==> config.mk <==
export PLATFORM = sky130hd
export DESIGN_NAME = smallest_free_id_allocator
export DESIGN_NICKNAME = d
export VERILOG_FILES = /design/src/sv/sfid_pkg.sv /design/src/sv/smallest_free_id_allocator.sv /design/src/sv/sfid_ram.sv /design/src/sv/sfid_ctrl.sv /design/src/sv/sfid_dp.sv
export SDC_FILE = /design/constraint.sdc
export NUM_CORES = 1
export LEC_CHECK = 0
export BUFFER_PORTS_ARGS = -buffer_cell sky130_fd_sc_hd__buf_4
export CAP_MARGIN = 5
export CORE_ASPECT_RATIO = 1.75
export CORE_MARGIN = 5
export CORE_UTILIZATION = 60
export CTS_BUF_LIST = sky130_fd_sc_hd__clkbuf_16
export DETAILED_ROUTE_END_ITERATION = 16
export HOLD_SLACK_MARGIN = 0.06
export PLACE_DENSITY = 0.76
export SETUP_SLACK_MARGIN = 0.05
export SLEW_MARGIN = 0
export SYNTH_ARGS = -nofsm -noshare
export SYNTH_HDL_FRONTEND = slang
export SYNTH_HIERARCHICAL = 1
export SYNTH_SLANG_ARGS = --single-unit
export TNS_END_PERCENT = 50
==> constraint.sdc <==
create_clock -name clk -period 9.7 [get_ports clk]
set_clock_uncertainty 0.05 [all_clocks]
set_input_delay 1.94 -clock clk [delete_from_list [all_inputs] [get_ports clk]]
set_output_delay 1.94 -clock clk [all_outputs]
set_load 0.01 [all_outputs]
==> src/sv/sfid_pkg.sv <==
// Shared constants and controller/datapath interface types of the identifier allocator.
`default_nettype none

package sfid_pkg;

    localparam int MAX_IDS_DEFAULT = 64;
    localparam int ID_W            = 6;
    localparam int ST_W            = 2;

    localparam logic [ST_W-1:0] STATUS_OK        = 2'd0;
    localparam logic [ST_W-1:0] STATUS_NONE_LEFT = 2'd1;
    localparam logic [ST_W-1:0] STATUS_HEAP_FULL = 2'd2;

    typedef struct packed {
        logic accept;       // latch the request word
        logic grant_fresh;  // grant the fresh counter, advance it
        logic set_none;     // result: no identifier left
        logic set_full;     // result: release dropped
        logic rel_start;    // start insertion at the heap tail
        logic al_rd;        // read root and last entry
        logic al_take;      // grant the root, lift last entry into the hole
        logic sd_rd;        // read both children of the hole
        logic sd_step;      // move a child up or settle the value
        logic su_rd;        // read the parent of the hole
        logic su_step;      // move the parent down or settle the value
        logic su_root;      // settle the value at the root
        logic push;         // load the result into the output register
    } ctrl_cmd_t;

    typedef struct packed {
        logic op_release;
        logic heap_empty;
        logic heap_full;
        logic fresh_left;
        logic last_one;
        logic pos_zero;
        logic sd_move;
        logic su_move;
        logic out_free;
    } dp_stat_t;

endpackage

`default_nettype wire

==> src/sv/smallest_free_id_allocator.sv <==
// Top level of the smallest-free identifier allocator: controller plus datapath.
//
// Usage:
//   Request channel (req_valid/req_ready) carries one word: operation (0 allocate,
//   1 release) and release_id. Response channel (rsp_valid/rsp_ready) returns one
//   word per request: granted_id and status (0 ok, 1 no identifier left, 2 release
//   dropped because the heap is full).
//   Released identifiers sit in a min-heap held in a dual-read RAM; an allocate
//   takes the root, or the next never-used identifier when the heap is empty.
//   Requests are handled one at a time; req_ready is high only while idle.
//   Each request runs through the controller steps from accept to result loaded: a
//   fresh grant, an exhausted allocate or a dropped release go straight from decide
//   to the result; a heap allocate reads root and last entry, then sifts down when
//   more than one entry was held; a release climbs from the tail, settling below or
//   at the root. With 64 identifiers the slowest request is a release climbing six
//   levels; the sift walk over the heap RAM does one read and one compare-write per
//   level. The response sits in an output register; a stalled receiver holds it,
//   and a finished request waits for the register to free.
//   Reset empties the heap and zeroes the fresh counter; heap RAM is not cleared,
//   only entries below the heap count are ever used.
`default_nettype none

module smallest_free_id_allocator #(
    parameter int MAX_IDS = sfid_pkg::MAX_IDS_DEFAULT
) (
    input  wire logic                      clk,
    input  wire logic                      rst_n,
    input  wire logic                      req_valid,
    output logic                           req_ready,
    input  wire logic                      operation,
    input  wire logic [sfid_pkg::ID_W-1:0] release_id,
    output logic                           rsp_valid,
    input  wire logic                      rsp_ready,
    output logic      [sfid_pkg::ID_W-1:0] granted_id,
    output logic      [sfid_pkg::ST_W-1:0] status
);
    import sfid_pkg::*;

    ctrl_cmd_t cmd;
    dp_stat_t  stat;

    // sequence each request through decide, read and sift steps
    sfid_ctrl u_ctrl (
        .clk       (clk),
        .rst_n     (rst_n),
        .req_valid (req_valid),
        .req_ready (req_ready),
        .stat      (stat),
        .cmd       (cmd)
    );

    // hold heap, counters and the response word
    sfid_dp #(
        .MAX_IDS (MAX_IDS)
    ) u_dp (
        .clk        (clk),
        .rst_n      (rst_n),
        .cmd        (cmd),
        .stat       (stat),
        .operation  (operation),
        .release_id (release_id),
        .rsp_ready  (rsp_ready),
        .rsp_valid  (rsp_valid),
        .granted_id (granted_id),
        .status     (status)
    );

endmodule

`default_nettype wire

==> src/sv/sfid_ram.sv <==
// Generic single-write, dual-read RAM with registered read data.
`default_nettype none

module sfid_ram #(
    parameter int WIDTH = 8,
    parameter int DEPTH = 64,
    parameter int AW    = (DEPTH > 1) ? $clog2(DEPTH) : 1
) (
    input  wire logic             clk,
    input  wire logic             we,
    input  wire logic [AW-1:0]    wa,
    input  wire logic [WIDTH-1:0] wd,
    input  wire logic [AW-1:0]    ra0,
    input  wire logic [AW-1:0]    ra1,
    output logic      [WIDTH-1:0] rd0,
    output logic      [WIDTH-1:0] rd1
);

    logic [WIDTH-1:0] mem [DEPTH];

    always_ff @(posedge clk)
    begin
        if (we)
        begin
            mem[wa] <= wd;
        end
        rd0 <= mem[ra0];
        rd1 <= mem[ra1];
    end

endmodule

`default_nettype wire

==> src/sv/sfid_ctrl.sv <==
// Controller state machine of the identifier allocator.
`default_nettype none

module sfid_ctrl (
    input  wire logic                 clk,
    input  wire logic                 rst_n,
    input  wire logic                 req_valid,
    output logic                      req_ready,
    input  wire sfid_pkg::dp_stat_t   stat,
    output sfid_pkg::ctrl_cmd_t       cmd
);
    import sfid_pkg::*;

    typedef enum logic [9:0] {
        S_IDLE   = 10'b0000000001,
        S_DECIDE = 10'b0000000010,
        S_AL_RD  = 10'b0000000100,
        S_AL_EV  = 10'b0000001000,
        S_SD_RD  = 10'b0000010000,
        S_SD_EV  = 10'b0000100000,
        S_SU_CHK = 10'b0001000000,
        S_SU_EV  = 10'b0010000000,
        S_PUSH   = 10'b0100000000,
        S_SU_RD  = 10'b1000000000
    } state_t;

    state_t state_reg, state_next;

    assign req_ready = (state_reg == S_IDLE);

    always_comb
    begin
        cmd        = '0;
        state_next = state_reg;
        case (state_reg)
            S_IDLE:
            begin
                if (req_valid)
                begin
                    cmd.accept = 1'b1;
                    state_next = S_DECIDE;
                end
            end
            S_DECIDE:
            begin
                if (!stat.op_release)
                begin
                    if (!stat.heap_empty)
                    begin
                        state_next = S_AL_RD;
                    end
                    else if (stat.fresh_left)
                    begin
                        cmd.grant_fresh = 1'b1;
                        state_next      = S_PUSH;
                    end
                    else
                    begin
                        cmd.set_none = 1'b1;
                        state_next   = S_PUSH;
                    end
                end
                else if (stat.heap_full)
                begin
                    cmd.set_full = 1'b1;
                    state_next   = S_PUSH;
                end
                else
                begin
                    cmd.rel_start = 1'b1;
                    state_next    = S_SU_CHK;
                end
            end
            S_AL_RD:
            begin
                cmd.al_rd  = 1'b1;
                state_next = S_AL_EV;
            end
            S_AL_EV:
            begin
                cmd.al_take = 1'b1;
                state_next  = stat.last_one ? S_PUSH : S_SD_RD;
            end
            S_SD_RD:
            begin
                cmd.sd_rd  = 1'b1;
                state_next = S_SD_EV;
            end
            S_SD_EV:
            begin
                cmd.sd_step = 1'b1;
                state_next  = stat.sd_move ? S_SD_RD : S_PUSH;
            end
            S_SU_CHK:
            begin
                if (stat.pos_zero)
                begin
                    cmd.su_root = 1'b1;
                    state_next  = S_PUSH;
                end
                else
                begin
                    state_next = S_SU_RD;
                end
            end
            S_SU_RD:
            begin
                cmd.su_rd  = 1'b1;
                state_next = S_SU_EV;
            end
            S_SU_EV:
            begin
                cmd.su_step = 1'b1;
                state_next  = stat.su_move ? S_SU_CHK : S_PUSH;
            end
            S_PUSH:
            begin
                if (stat.out_free)
                begin
                    cmd.push   = 1'b1;
                    state_next = S_IDLE;
                end
            end
            default:
            begin
                state_next = S_IDLE;
            end
        endcase
    end

    always_ff @(posedge clk or negedge rst_n)
    begin
        if (!rst_n)
        begin
            state_reg <= S_IDLE;
        end
        else
        begin
            state_reg <= state_next;
        end
    end

endmodule

`default_nettype wire

==> src/sv/sfid_dp.sv <==
// Datapath of the identifier allocator: heap memory, counters, hole position, result word.
`default_nettype none

module sfid_dp #(
    parameter int MAX_IDS = sfid_pkg::MAX_IDS_DEFAULT
) (
    input  wire logic                          clk,
    input  wire logic                          rst_n,
    input  wire sfid_pkg::ctrl_cmd_t           cmd,
    output sfid_pkg::dp_stat_t                 stat,
    input  wire logic                          operation,
    input  wire logic [sfid_pkg::ID_W-1:0]     release_id,
    input  wire logic                          rsp_ready,
    output logic                               rsp_valid,
    output logic      [sfid_pkg::ID_W-1:0]     granted_id,
    output logic      [sfid_pkg::ST_W-1:0]     status
);
    import sfid_pkg::*;

    localparam int AW = $clog2(MAX_IDS);
    localparam int CW = $clog2(MAX_IDS + 1);
    localparam int LW = AW + 2;
    localparam int GW = (CW > ID_W) ? CW : ID_W;

    // control state
    logic [CW-1:0]   count_reg, count_next;
    logic [CW-1:0]   fresh_reg, fresh_next;
    logic            rsp_valid_reg, rsp_valid_next;

    // payload
    logic            op_reg, op_next;
    logic [ID_W-1:0] rid_reg, rid_next;
    logic [AW-1:0]   pos_reg, pos_next;
    logic [ID_W-1:0] v_reg, v_next;
    logic [ID_W-1:0] res_id_reg, res_id_next;
    logic [ST_W-1:0] res_st_reg, res_st_next;
    logic [ID_W-1:0] granted_reg, granted_next;
    logic [ST_W-1:0] status_reg, status_next;

    // heap memory ports
    logic            we;
    logic [AW-1:0]   wa;
    logic [ID_W-1:0] wd;
    logic [AW-1:0]   ra0, ra1;
    logic [ID_W-1:0] rd0, rd1;

    // index arithmetic
    logic [LW-1:0]   lc_ext, rc_ext, cnt_ext;
    logic            lc_in, rc_in, lc_less, rc_less;
    logic [AW-1:0]   pos_m1, parent;
    logic [CW-1:0]   cnt_m1;
    logic [GW-1:0]   fresh_wide;
    logic [AW-1:0]   best_idx;
    logic [ID_W-1:0] best_val;
    logic            sd_move, su_move;

    sfid_ram #(
        .WIDTH (ID_W),
        .DEPTH (MAX_IDS),
        .AW    (AW)
    ) u_heap (
        .clk (clk),
        .we  (we),
        .wa  (wa),
        .wd  (wd),
        .ra0 (ra0),
        .ra1 (ra1),
        .rd0 (rd0),
        .rd1 (rd1)
    );

    assign lc_ext     = LW'({pos_reg, 1'b1});
    assign rc_ext     = LW'({pos_reg, 1'b0}) + LW'(2);
    assign cnt_ext    = LW'(count_reg);
    assign lc_in      = lc_ext < cnt_ext;
    assign rc_in      = rc_ext < cnt_ext;
    assign pos_m1     = pos_reg - AW'(1);
    assign parent     = pos_m1 >> 1;
    assign cnt_m1     = count_reg - CW'(1);
    assign fresh_wide = GW'(fresh_reg);

    // Strict compares; the left child wins a tie.
    assign lc_less = lc_in && (rd0 < v_reg);
    assign rc_less = rc_in && (rd1 < (lc_less ? rd0 : v_reg));
    assign sd_move = lc_less || rc_less;
    assign su_move = rd0 > v_reg;

    always_comb
    begin
        if (rc_less)
        begin
            best_idx = rc_ext[AW-1:0];
            best_val = rd1;
        end
        else
        begin
            best_idx = lc_ext[AW-1:0];
            best_val = rd0;
        end
    end

    // memory addressing
    always_comb
    begin
        ra0 = '0;
        ra1 = '0;
        if (cmd.al_rd)
        begin
            ra0 = '0;
            ra1 = cnt_m1[AW-1:0];
        end
        else if (cmd.sd_rd)
        begin
            ra0 = lc_ext[AW-1:0];
            ra1 = rc_ext[AW-1:0];
        end
        else if (cmd.su_rd)
        begin
            ra0 = parent;
        end

        we = cmd.sd_step || cmd.su_step || cmd.su_root;
        wa = pos_reg;
        wd = v_reg;
        if (cmd.sd_step && sd_move)
        begin
            wd = best_val;
        end
        else if (cmd.su_step && su_move)
        begin
            wd = rd0;
        end
    end

    always_comb
    begin
        count_next     = count_reg;
        fresh_next     = fresh_reg;
        rsp_valid_next = rsp_valid_reg;
        op_next        = op_reg;
        rid_next       = rid_reg;
        pos_next       = pos_reg;
        v_next         = v_reg;
        res_id_next    = res_id_reg;
        res_st_next    = res_st_reg;
        granted_next   = granted_reg;
        status_next    = status_reg;

        if (rsp_valid_reg && rsp_ready)
        begin
            rsp_valid_next = 1'b0;
        end

        if (cmd.accept)
        begin
            op_next  = operation;
            rid_next = release_id;
        end
        if (cmd.grant_fresh)
        begin
            res_id_next = fresh_wide[ID_W-1:0];
            res_st_next = STATUS_OK;
            fresh_next  = fresh_reg + CW'(1);
        end
        if (cmd.set_none)
        begin
            res_id_next = '0;
            res_st_next = STATUS_NONE_LEFT;
        end
        if (cmd.set_full)
        begin
            res_id_next = '0;
            res_st_next = STATUS_HEAP_FULL;
        end
        if (cmd.rel_start)
        begin
            res_id_next = '0;
            res_st_next = STATUS_OK;
            v_next      = rid_reg;
            pos_next    = count_reg[AW-1:0];
            count_next  = count_reg + CW'(1);
        end
        if (cmd.al_take)
        begin
            res_id_next = rd0;
            res_st_next = STATUS_OK;
            v_next      = rd1;
            pos_next    = '0;
            count_next  = cnt_m1;
        end
        if (cmd.sd_step && sd_move)
        begin
            pos_next = best_idx;
        end
        if (cmd.su_step && su_move)
        begin
            pos_next = parent;
        end
        if (cmd.push)
        begin
            rsp_valid_next = 1'b1;
            granted_next   = res_id_reg;
            status_next    = res_st_reg;
        end
    end

    always_ff @(posedge clk or negedge rst_n)
    begin
        if (!rst_n)
        begin
            count_reg     <= '0;
            fresh_reg     <= '0;
            rsp_valid_reg <= 1'b0;
        end
        else
        begin
            count_reg     <= count_next;
            fresh_reg     <= fresh_next;
            rsp_valid_reg <= rsp_valid_next;
        end
    end

    always_ff @(posedge clk)
    begin
        op_reg      <= op_next;
        rid_reg     <= rid_next;
        pos_reg     <= pos_next;
        v_reg       <= v_next;
        res_id_reg  <= res_id_next;
        res_st_reg  <= res_st_next;
        granted_reg <= granted_next;
        status_reg  <= status_next;
    end

    assign stat.op_release = op_reg;
    assign stat.heap_empty = (count_reg == '0);
    assign stat.heap_full  = (count_reg == CW'(MAX_IDS));
    assign stat.fresh_left = (fresh_reg < CW'(MAX_IDS));
    assign stat.last_one   = (count_reg == CW'(1));
    assign stat.pos_zero   = (pos_reg == '0);
    assign stat.sd_move    = sd_move;
    assign stat.su_move    = su_move;
    assign stat.out_free   = !rsp_valid_reg || rsp_ready;

    assign rsp_valid  = rsp_valid_reg;
    assign granted_id = granted_reg;
    assign status     = status_reg;

endmodule

`default_nettype wire

After elaboration in Yosys (flattened, before gate mapping) --
Memory sizes are Yosys's and may differ from the RTL's. A register that Yosys moved wholly into a read port is not among the register bits. Index checks and enable logic that the tools add are counted.
Cells by class: reduce and logical (&&, ||, !) cells 22, add/sub/neg operators 5, $lt $le $gt $ge 6, equality and inequality tests 14, mux-type cells 60
Operator list (count):
- 2-to-1 mux 6 bit | 19
- case mux 10 bit (10 select lines) | 1
- 2-to-1 mux 9 bit | 6
- 2-to-1 mux 10 bit | 3
- 2-to-1 mux 1 bit | 20
- adder 7 x 1 -> 7 bit (second input constant) | 2
- 2-to-1 mux 7 bit | 2
- less-than comparator 6 bit | 2
- 2-to-1 mux 2 bit | 6
- == test 10 x 1 -> 1 bit (second input constant) | 1
- == test 10 bit (second input constant) | 1
- == test 10 x 2 -> 1 bit (second input constant) | 1
- == test 10 x 3 -> 1 bit (second input constant) | 1
- == test 10 x 4 -> 1 bit (second input constant) | 1
- == test 10 x 5 -> 1 bit (second input constant) | 1
- == test 10 x 6 -> 1 bit (second input constant) | 1
- == test 10 x 7 -> 1 bit (second input constant) | 1
- == test 10 x 8 -> 1 bit (second input constant) | 1
- == test 10 x 9 -> 1 bit (second input constant) | 1
- 2-to-1 mux 5 bit | 2
- adder 7 x 2 -> 8 bit (second input constant) | 1
- less-than comparator 8 x 7 -> 1 bit | 1
- == test 7 x 1 -> 1 bit (second input constant) | 1
- == test 7 bit (second input constant) | 1
- other kinds (19) | 30
Word-level totals: register bits 60, memories kept 1, input port bits 11, memory bits (writable) 384
Memory list:
- u_dp.u_heap.mem | depth 64, bits a word 6, read ports 2, clocked after memory_dff 2, wr ports 1, RTL line sfid_ram.sv:19 | logic [WIDTH-1:0] mem [DEPTH];

Depth between registers and ports, before layout --
Gate-level depths: netlist of the first run.
depth after elaboration 10, mapped depth 19, mapped depth without buffers 16

Cells and area by module --
Netlist of the first run, hierarchy kept.
By module, submodules not included:
- sfid_ram | area each 18390.1 um^2, cells an instance 968, instances 1
- sfid_dp | area each 3398.3 um^2, cells an instance 335, instances 1
- sfid_ctrl | area each 774.5 um^2, cells an instance 85, instances 1

Worst setup path before layout of the first run --
OpenSTA, ideal clock, no wires.
path kind reg-to-reg, start register u_dp.count_reg[3], end memory u_dp/u_heap/mem[0][1] (netlist bit) (data pin), required time 9.356 ns, path slack 5.159 ns, clock period less this slack 4.541 ns, arrival time 4.197 ns, cell stages (with the launch flop) 19, buffers on the path 3, cells stage by stage dfrtp_1 clkbuf_1 inv_1 ha_1 nand4_1 o211ai_1 or2_2 clkbuf_1 mux2i_1 ha_1 and4_1 a2bb2oi_2 nand2_1 a311o_1 a21oi_4 buf_6 nor3_1 o21ai_1 o221a_2
On the way: cells in the longest elaborated chain, start to end 8, elaborated cells on any way between the ends 10, those cells by class order compare: 3; mux: 3; reduce/logical: 4
Ends and longest elaborated chain:
- start: declaration | RTL line sfid_dp.sv:26 | logic [CW-1:0] count_reg, count_next;
- start signal: assignment | RTL line sfid_dp.sv:217 | count_reg <= count_next;
- less-than comparator 7 bit | RTL line sfid_dp.sv:75 | assign lc_in = lc_ext < cnt_ext;
- logical AND 1 bit | RTL line sfid_dp.sv:83 | assign lc_less = lc_in && (rd0 < v_reg);
- 2-to-1 mux 6 bit | RTL line sfid_dp.sv:84 | assign rc_less = rc_in && (rd1 < (lc_less ? rd0 : v_reg));
- less-than comparator 6 bit | RTL line sfid_dp.sv:84
- logical AND 1 bit | RTL line sfid_dp.sv:84
- logical OR 1 bit | RTL line sfid_dp.sv:85 | assign sd_move = lc_less || rc_less;
- logical AND 1 bit | RTL line sfid_dp.sv:125 | if (cmd.sd_step && sd_move)
- 2-to-1 mux 6 bit * | RTL line sfid_dp.sv:125
- net u_dp.wd[1] | RTL line sfid_dp.sv:43 | logic [ID_W-1:0] wd;
- end: declaration | RTL line sfid_ram.sv:19
The timed path passes the listed nets; every way through them passes the cells marked *.

Worst setup path in the final report of the first run --
start register u_dp.pos_reg[3], end memory u_dp/u_heap/mem[52][1] (netlist bit) (data pin)
On the way: cells in the longest elaborated chain, start to end 8, elaborated cells on any way between the ends 11, those cells by class add/sub: 1; order compare: 3; mux: 3; reduce/logical: 4
Ends and longest elaborated chain:
- start: declaration | RTL line sfid_dp.sv:33 | logic [AW-1:0] pos_reg, pos_next;
- start signal: assignment | RTL line sfid_dp.sv:227 | pos_reg <= pos_next;
- less-than comparator 7 bit | RTL line sfid_dp.sv:75
- logical AND 1 bit | RTL line sfid_dp.sv:83
- 2-to-1 mux 6 bit | RTL line sfid_dp.sv:84
- less-than comparator 6 bit | RTL line sfid_dp.sv:84
- logical AND 1 bit | RTL line sfid_dp.sv:84
- logical OR 1 bit | RTL line sfid_dp.sv:85
- logical AND 1 bit | RTL line sfid_dp.sv:125
- 2-to-1 mux 6 bit * | RTL line sfid_dp.sv:125
- net u_dp.wd[1] | RTL line sfid_dp.sv:43
Marked as above.

==> metrics.cfg, run 1 <==
[logic_synthesis]
synth.avg_cell_area_um2=16.26
yosysWarningCount=6
ys_ff_latch=456
synth_top_area_cell=edfxtp_1
yosys-top-cells-area=edfxtp_1 55%, mux4_2 18%, dfrtp_1 2.7%
syn_area_mm2=0.02256
netlist_instances=1388
synth_top_area_share_pct=55.37
syn_nets=1430
synthArstFlopShare_pct=5.482
yosysSeqAreaShare_pct=59.47
yosysUniqueCellTypes=80
synth_edf_count=416
dominantRegCellSynth=edfxtp_1

[timing]
min_period_ns=5.595
fin_tns_setup_ns=0
hold_violations=0
setup_viol=0
fin_crit_sh_pct=57.68
grt_setup_unrepaired=false
slew_headroom_pct=13.49
worstMarginPinSlew_ns=1.298
fmax_mhz=178.7
drv_slew=0

[power]
combPwrFrac_pct=14.7
p_clk_share_pct=35.0
leakage_nw=7.612
finalPower_mw=4.573
swShare_pct=26.31
p_per_area_mw_per_mm2=188.1
power_switching_mw=1.203
seq_power_share_pct=50.4
peakVddDrop_uv=116.5
cell_internal_pwr_mw=3.369

[routing]
viasPerCell=7.263
wirelength_um=61980
drtAntennaViolNets=0
first_iter_violations=1673
routedWlPerCell_um=32.74
via_count=13750
drc=0
dr.pass1.iters=6

[global_route]
grt_max_degree=94
first_global_vias=14090
grt_pass1_wl_um=91020
grt_overflow=0
antenna_found_initial=0
grt.total_usage_pct=30.04

[placement]
port_buffers=20
hpwl_um=42250
gp_congestion=0.9642
placedCellCount=1819

[cells_and_area]
final_cell_mix=416 x edfxtp_1, 176 x mux4_2, 95 x nor2_1
n_antenna_cell=0
fillCellCount=2561
final_common_cell=edfxtp_1
largest_reg_flops=384
drive_gt1_share_pct=24.13
final_core_util_pct=64.98
syn2layout_area_growth_pct=7.714
nets=1424
instances_no_fill=1893

[critical_path]
path_cells=ha_1, a21o_1, nand3_1, o211ai_1, or2_2, mux2i_1, ha_1, and4_1, a2bb2oi_2, nand2_1, a311o_1, a21oi_4, nand2_1, nand2_1, o221a_2
cp-end-kind=flip-flop
slowest_delay_ns=1.07
crit_path_max_fanout=64
critPathSlowestCell=o221a_2
critPathKind=reg2reg
cp.required_ns=9.82
crit_top_cell=nand2_1
crit_path_start_kind=flip-flop
reg2reg_depth=15
arrival_ns=5.71

[floorplan]
fp.dieW_um=156.6
die-area_mm2=0.04174
design.core.area_mm2=0.03740
initial_core_util_pct=60.33
die_h_um=266.5
pin_count=21
core.rowCount=94

[clock_network]
root_buffer=clkbuf_16
clockBufferDepth=3
clk_latency_ns=0.55
cts_setup_buffers=0
cts-buffers-inserted=41
cts_max_level=2
ctsResizeCount=0
cts-hold-fix-buffers=0
cts_tree=built
cts.sinks=456
clk_pin_slew_ns=0.07

[hold_path]
min_path_type=reg2reg
holdPathStages=0

[job]
drv_cap=0

[run_status]
status=complete, no violations

## per-layer routing
metal / track usage, % / wire length, um / part of all wire (%) / vias to the layer above
li1: - / - / - / 5676
met1: 31.54 / 17980 / 29 / 6975
met2: 52.59 / 32880 / 53 / 857
met3: 5.273 / 5028 / 8.1 / 240
met4: 23.22 / 6085 / 9.8 / 0
met5: 0 / 0 / 0 / -
## layout make-up
type	instances	area, um2	share of cell area (%)
flip-flops and latches	456	13420	55.22
multi-input cells	813	8541	35.14
clock buffers	43	1076	4.428
well taps	480	600.6	2.471
repair buffers	43	335.3	1.380
clock inverters	31	230.2	0.9473
inverters	27	101.3	0.4170
## per-stage QoR
| step | area [um2] | worst slack, ns | hold WS (ns) |
|---|---|---|---|
| final | 24300 | 4.105 | 0.3701 |
| after global routing | 24300 | 3.709 | 0.3768 |
| after CTS | 24300 | 4.221 | 0.3715 |
| after detailed placement | 23000 | 4.221 | 0.3552 |
| after global placement | 23000 | 4.387 | 0.3537 |
| after floorplan | 22560 | 5.159 | 0.3503 |
## logic make-up (layout without fill, tap and decap cells)
group | count (synthesis) | in the layout | synth area share, %
simple gates | 326 | 326 | 7.514
xor+xnor | 29 | 29 | 1.126
compound gates | 194 | 194 | 6.250
buf+inv | 119 | 144 | 2.895
flops | 456 | 456 | 59.47
fa+ha+maj | 31 | 31 | 1.719
mux | 233 | 233 | 21.02
## cells in the mapped netlist (8+ instances only)
master / n
dfxtp_1: 15
ha_1: 31
edfxtp_1: 416
nor2_1: 100
nand2b_1: 18
o21ai_0: 16
o21ai_1: 15
buf_6: 14
a211oi_1: 12
o22ai_1: 38
xnor2_1: 21
a21oi_1: 15
inv_1: 25
and3_1: 9
clkbuf_1: 41
mux2_2: 25
dfrtp_1: 24
nor2b_1: 24
a22oi_1: 26
o221ai_1: 8
nand2_1: 57
nand4_1: 12
mux2i_1: 21
nand3_1: 30
and2_1: 10
nor3_1: 18
mux4_2: 176
a22o_1: 8
buf_2: 20
xor2_1: 8
mux4_1: 10
## power groups by stage
stage	Clock, mW	Combinational [mW]	Sequential (mW)
2_1_floorplan	0	0.506	2.30
3_3_place_gp	0	0.648	2.34
3_5_place_dp	0	0.658	2.34
4_1_cts	1.62	0.663	2.30
5_1_grt	1.70	0.726	2.31
6_report	1.60	0.671	2.30
## worst paths after layout
check,slack (ns),endpoint,from
max in group asynchronous,8.05,u_ctrl/state_reg[0],rst_n
min in group asynchronous,1.24,u_ctrl/state_reg[5],rst_n
min reg2reg,0.37,u_dp/granted_id[5],u_dp/res_id_reg[5]
max reg2reg,4.11,u_dp/u_heap/mem[52][1],u_dp/pos_reg[3]
min,0.37,u_dp/granted_id[5],u_dp/res_id_reg[5]
max,4.11,u_dp/u_heap/mem[52][1],u_dp/pos_reg[3]
## critical path: cells and delay by family, from the launching register on
family	cells	cell delay [ns]
DFF	1	0.71
adders and majority gates	2	0.67
and+or+nand+nor	6	1.19
muxes	1	0.17
AOI/OAI and AO/OA	6	2.34
(Power assumes the default switching activity.)
==> run 2: changes to the inputs <==
Settings changed: ABC_AREA set to 1.
Clock period 9.7 ns to 5.85 ns, I/O delays scaled along.
==> run 2 against run 1 <==
Effect of this change:
- synthesized cell count is 110% higher
- critical path depth is 3 higher
- cell count grew 74%
- total power is 79% higher
- largest cell class unchanged
- die area is 7.1% higher
- non-clock buffer count up 17
- sequential share of layout area down 3.9 points
- utilization grew 0.29 points
==> metrics.cfg, run 2 <==
[critical_path]
crit_path_start_kind=flip-flop  ; unchanged
critPathKind=reg2reg  ; unchanged
crit_path_max_fanout=37  ; was 64
cp-end-kind=flip-flop  ; unchanged
cp.required_ns=6.13  ; was 9.82 ns
ff2ff_setup_slack_ns=0.81  ; was 4.11 ns
arrival_ns=5.32  ; was 5.71 ns

[routing]
first_iter_violations=2802  ; was 1673
viasPerCell=6.404  ; was 7.263
dr.pass1.iters=7  ; was 6
via_count=21130  ; was 13750
drc=0  ; unchanged
routedWlPerCell_um=24.04  ; was 32.74 um
wirelength_um=79320  ; was 61980 um
drtAntennaViolNets=0  ; unchanged

[floorplan]
die-area_mm2=0.04469  ; was 0.04174 mm2
pin_count=21  ; unchanged
fp.dieW_um=162.0  ; was 156.6 um
core.rowCount=97  ; was 94
die_h_um=275.9  ; was 266.5 um
initial_core_util_pct=60.54  ; was 60.33%
design.core.area_mm2=0.04005  ; was 0.03740 mm2

[clock_network]
clockBufferDepth=3  ; unchanged
clk_latency_ns=0.58  ; was 0.55 ns
root_buffer=clkbuf_16  ; unchanged
clk_pin_slew_ns=0.06  ; was 0.07 ns
cts-buffers-inserted=43  ; was 41
cts_setup_buffers=0  ; unchanged
cts.sinks=456  ; unchanged
cts_tree=built  ; unchanged
ctsResizeCount=0  ; unchanged
cts-hold-fix-buffers=0  ; unchanged
cts_max_level=2  ; unchanged

[cells_and_area]
design_area_mm2=0.02614  ; was 0.02430 mm2
syn2layout_area_growth_pct=7.802  ; was 7.714%
regArea_mm2=0.01342  ; unchanged
largest_reg_flops=384  ; unchanged
multi_input_area_mm2=0.009678  ; was 0.008541 mm2
n_antenna_cell=0  ; unchanged
final_cell_mix=1125 x nand2_1, 684 x nand3_1, 416 x edfxtp_1  ; was 416 x edfxtp_1, 176 x mux4_2, 95 x nor2_1
nets=2813  ; was 1424
fillCellCount=3211  ; was 2561
final_common_cell=nand2_1  ; was edfxtp_1
drive_gt1_share_pct=6.952  ; was 24.13%

[timing]
drv_slew=0  ; unchanged
hold_violations=0  ; unchanged
fmax_mhz=198.4  ; was 178.7 MHz
min_period_ns=5.041  ; was 5.595 ns
slew_headroom_pct=8.507  ; was 13.49%
setup_viol=0  ; unchanged
fin_crit_sh_pct=86.16  ; was 57.68%
grt_setup_unrepaired=false  ; unchanged
worstMarginPinSlew_ns=1.367  ; was 1.298 ns
fin_tns_setup_ns=0  ; unchanged

[placement]
hpwl_um=50310  ; was 42250 um
gp_congestion=0.9513  ; was 0.9642
postPlaceCellArea_mm2=0.02465  ; was 0.02300 mm2
port_buffers=20  ; unchanged

[hold_path]
min_path_type=reg2reg  ; unchanged

[logic_synthesis]
synth_edf_count=416  ; unchanged
ys_ff_latch=456  ; unchanged
synth_top_area_cell=edfxtp_1  ; unchanged
yosysSeqAreaShare_pct=55.34  ; was 59.47%
yosysUniqueCellTypes=44  ; was 80
yosys-top-cells-area=edfxtp_1 52%, nand2_1 17%, nand3_1 14%  ; was edfxtp_1 55%, mux4_2 18%, dfrtp_1 2.7%
syn_nets=2888  ; was 1430
dominantRegCellSynth=edfxtp_1  ; unchanged
synth_top_area_share_pct=51.52  ; was 55.37%
synthArstFlopShare_pct=5.482  ; unchanged
yosysWarningCount=6  ; unchanged
syn_area_mm2=0.02425  ; was 0.02256 mm2
yosysMostFrequentCell=nand2_1  ; was edfxtp_1
netlist_instances=2846  ; was 1388
synth_top_cells_by_count=1125 x nand2_1, 684 x nand3_1, 416 x edfxtp_1  ; was 416 x edfxtp_1, 176 x mux4_2, 100 x nor2_1
synth.avg_cell_area_um2=8.520  ; was 16.26 um2

[global_route]
grt_max_degree=167  ; was 94
grt_overflow=0  ; unchanged
antenna_found_initial=0  ; unchanged
first_global_vias=20200  ; was 14090
grt_pass1_wl_um=118300  ; was 91020 um
grt.total_usage_pct=34.84  ; was 30.04%

[power]
peakVddDrop_uv=239.7  ; was 116.5 uV
p_per_area_mw_per_mm2=312.7  ; was 188.1 mW/mm2
leakage_nw=10.52  ; was 7.612 nW

[run_status]
status=complete, no violations  ; unchanged

[job]
drv_cap=0  ; unchanged

## run 2: final timing paths
kind	startpoint	end	cells after the start
worst max-delay path	u_dp/pos_reg[2]	u_dp/u_heap/mem[62][5]	18
worst min-delay path	u_dp/res_id_reg[3]	u_dp/granted_id[3]	0
worst max register to register	u_dp/pos_reg[2]	u_dp/u_heap/mem[62][5]	18
worst min register to register	u_dp/res_id_reg[3]	u_dp/granted_id[3]	0
max in group asynchronous	rst_n	u_ctrl/state_reg[0]	1
min in group asynchronous	rst_n	u_dp/fresh_reg[3]	1
## run 2: logic make-up after synthesis
group	after synthesis	synth area share, %
AOI/OAI and AO/OA	70	1.698
xor gates and xnor gates	19	0.6863
adders and majority gates	31	1.600
buffers and inverters	292	5.537
DFF	456	55.34
and+or+nand+nor	1978	35.14
## run 2: routing by layer
metal	track usage, %	wire length [um]	up-vias
met5	0	0	-
met1	39.29	25500	9931
met4	22.66	6186	0
li1	-	-	9438
met2	61.35	40060	1404
met3	5.287	7569	360
## run 2: cell type report
type	count	share of cell area (%)
clock buffers	44	4.212
clock inverters	35	1.417
inverters	112	1.632
multi-input cells	2098	37.02
flip-flops and latches	456	51.34
well taps	495	2.369
repair buffers	60	2.010
## run 2: worst max-delay path, cell delays in order, from the launching register on
cell	delay (ns)
edfxtp_1	0.77
ha_1	0.36
nand2_1	0.06
nor2_1	0.04
nand2_1	0.06
inv_1	0.05
nor2_2	0.21
nand2_4	0.16
nand2_1	0.08
o21ai_0	0.08
ha_1	0.30
a21oi_1	0.15
o2111ai_1	0.16
a21oi_2	0.31
nand2_4	0.22
a21oi_4	0.63
nand2_1	0.21
o21ai_4	0.42
buf_4	0.47
## run 2: power breakdown
part	total (mW)	switching, mW	internal [mW]
combinational	1.47	1.05	0.414
sequential	3.80	0.0925	3.71
clock	2.91	1.25	1.65
total	8.17	2.40	5.77
## run 2: per-stage QoR
| step | std cells | hold WS (ns) | util, % | power, mW | worst slack, ns |
|---|---|---|---|---|---|
| after floorplan | 2846 | 0.3503 | - | 4.865 | 0.9839 |
| after global placement | 3220 | 0.3551 | 61.54 | 5.267 | 1.045 |
| after detailed placement | 3220 | 0.3601 | 61.54 | 5.294 | 0.8679 |
| after CTS | 3299 | 0.3766 | 65.22 | 8.156 | 0.8334 |
| after global routing | 3300 | 0.3766 | 65.27 | 8.469 | 0.4310 |
| final | 3300 | 0.3797 | 65.27 | 8.175 | 0.8094 |
